## src/hdl/tekd_pkg.sv

```systemverilog
`timescale 1ns / 1ps

package tekd_pkg;

	localparam logic [7:0] CH_ESC   = 8'h1b;
	localparam logic [7:0] CH_LBR   = 8'h5b;
	localparam logic [7:0] CH_TILDE = 8'h7e;
	localparam logic [7:0] CH_SEMI  = 8'h3b;
	localparam logic [7:0] CH_O     = 8'h4f;
	localparam logic [7:0] CH_ZERO  = 8'h30;
	localparam logic [7:0] CH_ONE   = 8'h31;
	localparam logic [7:0] CH_TWO   = 8'h32;
	localparam logic [7:0] CH_THREE = 8'h33;
	localparam logic [7:0] CH_FOUR  = 8'h34;
	localparam logic [7:0] CH_FIVE  = 8'h35;
	localparam logic [7:0] CH_SIX   = 8'h36;
	localparam logic [7:0] CH_SEVEN = 8'h37;
	localparam logic [7:0] CH_EIGHT = 8'h38;
	localparam logic [7:0] CH_NINE  = 8'h39;
	localparam logic [7:0] CH_A     = 8'h41;
	localparam logic [7:0] CH_B     = 8'h42;
	localparam logic [7:0] CH_C     = 8'h43;
	localparam logic [7:0] CH_D     = 8'h44;
	localparam logic [7:0] CH_F     = 8'h46;
	localparam logic [7:0] CH_H     = 8'h48;

	localparam logic [8:0] K_NONE   = 9'd0;
	localparam logic [8:0] K_LEFT   = 9'd256;
	localparam logic [8:0] K_RIGHT  = 9'd257;
	localparam logic [8:0] K_UP     = 9'd258;
	localparam logic [8:0] K_DOWN   = 9'd259;
	localparam logic [8:0] K_DEL    = 9'd260;
	localparam logic [8:0] K_HOME   = 9'd261;
	localparam logic [8:0] K_END    = 9'd262;
	localparam logic [8:0] K_PGUP   = 9'd263;
	localparam logic [8:0] K_PGDN   = 9'd264;
	localparam logic [8:0] K_PSTART = 9'd265;
	localparam logic [8:0] K_PEND   = 9'd266;
	localparam logic [8:0] K_MAX    = K_PEND;

	typedef enum logic [3:0] {
		ST_IDLE   = 4'd0,
		ST_ESC    = 4'd1,
		ST_SEQ0   = 4'd2,
		ST_DIGIT  = 4'd3,
		ST_SEMI1  = 4'd4,
		ST_SEMI2  = 4'd5,
		ST_PASTE1 = 4'd6,
		ST_PASTE2 = 4'd7
	} parse_state_t;

	typedef struct packed {
		parse_state_t state;
		logic [7:0]   held;
		logic         emit;
		logic [8:0]   key;
	} step_t;

	// Final letter of a CSI sequence, K_NONE when unmatched.
	function automatic logic [8:0] letter_key(input logic [7:0] b);
		logic [8:0] k;
		case (b)
			CH_A:    k = K_UP;
			CH_B:    k = K_DOWN;
			CH_C:    k = K_RIGHT;
			CH_D:    k = K_LEFT;
			CH_H:    k = K_HOME;
			CH_F:    k = K_END;
			default: k = K_NONE;
		endcase
		return k;
	endfunction

	// Digit ahead of a tilde, K_NONE when unmatched.
	function automatic logic [8:0] tilde_key(input logic [7:0] d);
		logic [8:0] k;
		case (d)
			CH_ONE:   k = K_HOME;
			CH_THREE: k = K_DEL;
			CH_FOUR:  k = K_END;
			CH_FIVE:  k = K_PGUP;
			CH_SIX:   k = K_PGDN;
			CH_SEVEN: k = K_HOME;
			CH_EIGHT: k = K_END;
			default:  k = K_NONE;
		endcase
		return k;
	endfunction

endpackage

```

## src/hdl/tekd_step.sv

```systemverilog
`timescale 1ns / 1ps

module tekd_step import tekd_pkg::*; (
	input  parse_state_t state,
	input  logic [7:0]   held,
	input  logic [7:0]   in_byte,
	input  logic         timeout,
	output step_t        step
);

	logic       fin;
	logic [8:0] k;

	always_comb begin
		step.state = ST_IDLE;
		step.held  = held;
		step.emit  = 1'b0;
		step.key   = K_NONE;
		fin = 1'b0;
		k   = K_NONE;

		if (state == ST_IDLE || state > ST_PASTE2) begin
			if (!timeout) begin
				if (in_byte == CH_ESC) begin
					step.state = ST_ESC;
				end else begin
					step.emit = 1'b1;
					step.key  = {1'b0, in_byte};
				end
			end
		end else if (timeout) begin
			step.emit = 1'b1;
			step.key  = {1'b0, CH_ESC};
		end else begin
			case (state)
				ST_ESC: begin
					step.held  = in_byte;
					step.state = ST_SEQ0;
				end
				ST_SEQ0: begin
					if (held == CH_LBR && in_byte inside {[CH_ZERO:CH_NINE]}) begin
						step.held  = in_byte;
						step.state = ST_DIGIT;
					end else begin
						fin = 1'b1;
						if (held == CH_LBR) begin
							k = letter_key(in_byte);
						end else if (held == CH_O) begin
							if (in_byte == CH_H) begin
								k = K_HOME;
							end else if (in_byte == CH_F) begin
								k = K_END;
							end
						end
					end
				end
				ST_DIGIT: begin
					if (in_byte == CH_SEMI) begin
						step.state = ST_SEMI1;
					end else if (in_byte != CH_TILDE && held == CH_TWO && in_byte == CH_ZERO) begin
						step.state = ST_PASTE1;
					end else begin
						fin = 1'b1;
						if (in_byte == CH_TILDE) begin
							k = tilde_key(held);
						end
					end
				end
				ST_SEMI1: begin
					step.state = ST_SEMI2;
				end
				ST_SEMI2: begin
					fin = 1'b1;
					k   = letter_key(in_byte);
				end
				ST_PASTE1: begin
					step.held  = in_byte;
					step.state = ST_PASTE2;
				end
				default: begin
					fin = 1'b1;
					if (in_byte == CH_TILDE) begin
						if (held == CH_ZERO) begin
							k = K_PSTART;
						end else if (held == CH_ONE) begin
							k = K_PEND;
						end
					end
				end
			endcase
			if (fin) begin
				step.emit = 1'b1;
				step.key  = (k != K_NONE) ? k : {1'b0, CH_ESC};
			end
		end
	end

endmodule

```

## src/hdl/terminal_escape_key_decoder.sv

```systemverilog
`timescale 1ns / 1ps
// A key is offered on key_valid from the result register; its byte passes through the request register first.
// Throughput: one request per cycle while key_stall does not hold back the result register; the parse FSM
// decides each byte combinationally and its state register feeds straight back into the next decision.
// Reset (arst_n low, asynchronous): parse state idle, held byte zero, both
// pipeline stages empty.

module terminal_escape_key_decoder import tekd_pkg::*; (
	input  logic       clk,
	input  logic       arst_n,
	input  logic       req_valid,
	output logic       req_stall,
	input  logic [7:0] in_byte,
	input  logic       timeout,
	output logic       key_valid,
	input  logic       key_stall,
	output logic [8:0] key_code
);

	logic         valid_s1;
	logic [7:0]   byte_s1;
	logic         timeout_s1;
	parse_state_t state_q;
	logic [7:0]   held_q;
	logic         key_valid_q;
	logic [8:0]   key_q;
	logic         advance;
	step_t        step;

	tekd_step u_step (
		.state   (state_q),
		.held    (held_q),
		.in_byte (byte_s1),
		.timeout (timeout_s1),
		.step    (step)
	);

	// Process the held request once the result register can take its key.
	assign advance   = valid_s1 && (!key_valid_q || !key_stall);
	assign req_stall = valid_s1 && !advance;
	assign key_valid = key_valid_q;
	assign key_code  = key_q;

	always_ff @(posedge clk or negedge arst_n) begin
		if (!arst_n) begin
			valid_s1 <= 1'b0;
		end else if (!req_stall) begin
			valid_s1 <= req_valid;
		end
	end

	always_ff @(posedge clk) begin
		if (req_valid && !req_stall) begin
			byte_s1    <= in_byte;
			timeout_s1 <= timeout;
		end
	end

	always_ff @(posedge clk or negedge arst_n) begin
		if (!arst_n) begin
			state_q <= ST_IDLE;
			held_q  <= 8'h00;
		end else if (advance) begin
			state_q <= step.state;
			held_q  <= step.held;
		end
	end

	always_ff @(posedge clk or negedge arst_n) begin
		if (!arst_n) begin
			key_valid_q <= 1'b0;
		end else if (advance && step.emit) begin
			key_valid_q <= 1'b1;
		end else if (!key_stall) begin
			key_valid_q <= 1'b0;
		end
	end

	always_ff @(posedge clk) begin
		if (advance && step.emit) begin
			key_q <= step.key;
		end
	end

endmodule

```

## config.mk

```make
export PLATFORM = sky130hd
export DESIGN_NAME = terminal_escape_key_decoder
export DESIGN_NICKNAME = d
export VERILOG_FILES = /design/src/hdl/tekd_pkg.sv /design/src/hdl/tekd_step.sv /design/src/hdl/terminal_escape_key_decoder.sv
export SDC_FILE = /design/constraint.sdc
export NUM_CORES = 1
export LEC_CHECK = 0
export ABC_CLOCK_PERIOD_IN_PS = 2200
export BUFFER_PORTS_ARGS = -buffer_cell sky130_fd_sc_hd__buf_4
export CAP_MARGIN = 20
export CORE_UTILIZATION = 45
export CTS_CLUSTER_SIZE = 8
export DETAILED_ROUTE_END_ITERATION = 12
export GPL_TIMING_DRIVEN = 0
export PLACE_DENSITY = 0.7
export SLEW_MARGIN = 20
export SYNTH_ARGS = -nofsm -noshare
export SYNTH_HDL_FRONTEND = slang
export SYNTH_SLANG_ARGS = --single-unit
```

## constraint.sdc

```tcl
create_clock -name clk -period 2.2 [get_ports clk]
set_input_delay 0.22 -clock clk [delete_from_list [all_inputs] [get_ports clk]]
set_output_delay 0.22 -clock clk [all_outputs]
set_load 0.01 [all_outputs]
```

==> metrics <==
Mapped Cells 211; Yosys top cell by area edfxtp_1; post-synthesis register bit count 31; floorplan core area 0.00432 sq mm; final net count 275; # port buffers 23; crit-path max FO 5; total grt overflow 0; Skew-Pair Late Insertion Delay 0.29 ns; DRC viols 1; result of the run complete, but fails checks; Reg2Reg Setup Slack -0.13 ns; Worst setup SP type flip-flop; Starting Density 46.8%; Power Total 1.49 mW; Async SR Flop Fraction 41.9%; EDFF count, synth 18; Most used DFF post-synth edfxtp_1; Max Transition Viols Final 0; H-tree Lvls 2; # setup viols final 12; Arr. time, crit path 2.37 ns; CTS Buf Count 5; DR WL/cell 18.8 um; Hold Crit Class input pin to flip-flop; Syn Area/Cell 9.59 sq um; DRT iter0 DRCs 120; clock tree root buffer cell clkbuf_8; io pins 24; number of global-route vias before repair 1794; initial antenna violation count 0; Slew headroom 62.3%; Synth Warn # 0; Die Y 69.1 um; Row Count 24; gr usage total 25.1%; worst setup margin -0.133 ns; # fillers 376; clk sink count 31; Syn Std Cell Area 0.00202 sq mm; CTS max path bufs 2; global-route wire length before repair 9100 um; CTS tree yes; MaxCap Viol Count 0; Final ANT Viol Nets 0; antenna cell count 0; synth-to-layout area growth 33.5%; drt via density 6.10; Req. time, crit path 2.24 ns; Worst Max-Slew Pin Slew 0.566 ns; Max Freq 0.429 GHz; gpl congestion 0.970; clk slew on worst S/H paths 0.07 ns; HP Start in_byte[1]; CP Capture Type flip-flop; share of cells above drive strength 1 35.7%; top cell type's share of synthesized area 26.7%; PD cells 551 mW/mm^2; die area 0.00477 sq mm; via count 1922; largest net degree at the start of global routing 14; RSZ-0062 raised after global routing yes; 1st-pass router iterations 8; post-synthesis net count 224; crit path time final 2.33 ns; peak supply drop 0.000409 V; Worst Hold Slack 0.0990 ns; Worst R2R Start byte_s1[0]$_DFFE_PP_; CP Class flip-flop to flip-flop; DP Wirelength 3800 um; Critical Path Start byte_s1[0]$_DFFE_PP_; clock skew 0.00404 ns; Routed WL 5920 um; post-synthesis cell type count 66; Final Hold Fails 0; top area cells in the synthesized netlist edfxtp_1 27%, dfrtp_1 16%, mux2i_1 4.4%; failing checks DRC, setup timing; Util after Layout 62.5%; Leakage 1.12 nW; area of placed instances 0.00227 sq mm; Finished Cell Area 0.00270 sq mm; period utilization 106%; sequential cell area fraction in the yosys report 42.8%; Die X 69.1 um
-- cell type report --
cell class	count	area, sq um	area share (%)
multi-input cells	157	1210	44.8
inverters	12	45.0	1.67
repair buffers	45	340	12.6
clock inverters	2	35.0	1.30
flip-flops and latches	31	870	32.2
well taps	52	65.1	2.41
clock buffers	6	82.6	3.06
plain buffers	10	53.8	1.99
-- per-layer routing --
layer / up-vias / wire (um) / track usage [%]
met4: 0 / 129 / 10.2
met1: 937 / 2460 / 31.2
met2: 76 / 2960 / 42.1
li1: 897 / - / -
met3: 12 / 360 / 5.70
met5: - / 0 / 0
-- synthesized netlist by cell type, types with 2 or more instances --
master	number
o21ai_1	5
nand2b_1	4
nor3_1	10
and2_1	4
nand3_1	4
or2_2	3
or4_4	2
nand3b_1	4
nor4_1	5
nand2_1	19
inv_1	12
edfxtp_1	18
nor3b_1	2
o21ai_0	4
a21oi_1	8
clkbuf_1	2
mux2i_1	9
o21bai_1	2
nor2_1	18
nor4bb_1	2
nor2b_1	6
buf_2	8
a2111oi_0	2
o211ai_1	2
a211oi_1	3
dfrtp_1	13
-- stage by stage --
step,setup slack [ns],setup TNS [ns],std cells
final,-0.133,-1.26,315
after CTS,-0.114,-1.03,308
after floorplan,0.00657,0,211
after global placement,-0.460,-4.84,286
after detailed placement,-0.506,-5.40,286
after global routing,-0.216,-2.43,315
-- what timing repair did --
item / CTS / global route
setup buffers: 14 / 7
hold buffers: 1 / 0
gates cloned: 1 / 0
hold endpoints to repair: 13 / 0
pin swaps: 6 / 10
endpoints found under the setup margin: 18 / 23
gates resized for setup: 18 / 13
-- layout by cell type (no fill, tap or decap), drive strengths merged, types with 2 or more instances in the layout --
master / count
or2: 3
or4: 3
inv: 12
edfxtp: 18
o21bai: 2
and4bb: 2
nor4b: 2
a2111oi: 3
dfrtp: 13
and2: 5
nor2b: 6
nand2: 19
o21ai: 10
buf: 52
nor4bb: 2
clkbuf: 8
nand2b: 4
nor2: 19
a211oi: 4
o211ai: 2
nor3b: 2
nand3: 4
mux2i: 9
a21oi: 8
nor3: 10
or4b: 3
nand3b: 4
nor4: 6
-- power by group --
part	total, mW	leakage, nW	switching [mW]	internal (mW)
registers	0.677	0.308	0.0247	0.652
clock network	0.597	0.0612	0.231	0.366
logic	0.216	0.750	0.118	0.0974
total	1.49	1.12	0.374	1.12
-- sequential cells by signal (all words and copies together) (netlist names) --
register / cells
key_code: 9
key_valid: 1
valid_s1: 1
state_q: 3
byte_s1: 8
held_q: 8
timeout_s1: 1
-- kinds of logic (layout without fill, tap and decap cells) --
logic type             after synthesis  count (layout)  synth area share, %
buffers and inverters               24              75                 5.13
AND/OR/NAND/NOR                    101             102                 30.7
AO/OA/AOI/OAI                       45              45                 16.5
flip-flops                          31              31                 42.8
multiplexers                         9               9                 4.45
XOR/XNOR                             1               1                0.433
-- critical path: stages (launching register included) --
cell and delay [ns]:
edfxtp_1 0.45, or4b_4 0.59, o31ai_4 0.23, nand3_1 0.12, a221o_1 0.34, a21oi_4 0.23, nor2_4 0.11
-- final timing paths --
path / end / cells past startpoint
worst max-delay path: key_code[1]$_DFFE_PP_ / 6
worst min-delay path: byte_s1[1]$_DFFE_PP_ / 1
min in group asynchronous: held_q[6]$_DFFE_PN0P_ / 2
max in group asynchronous: held_q[0]$_DFFE_PN0P_ / 2
worst min register to register: held_q[7]$_DFFE_PN0P_ / 2
worst max register to register: key_code[1]$_DFFE_PP_ / 6
No activity file was read; power rests on OpenSTA's default activity.
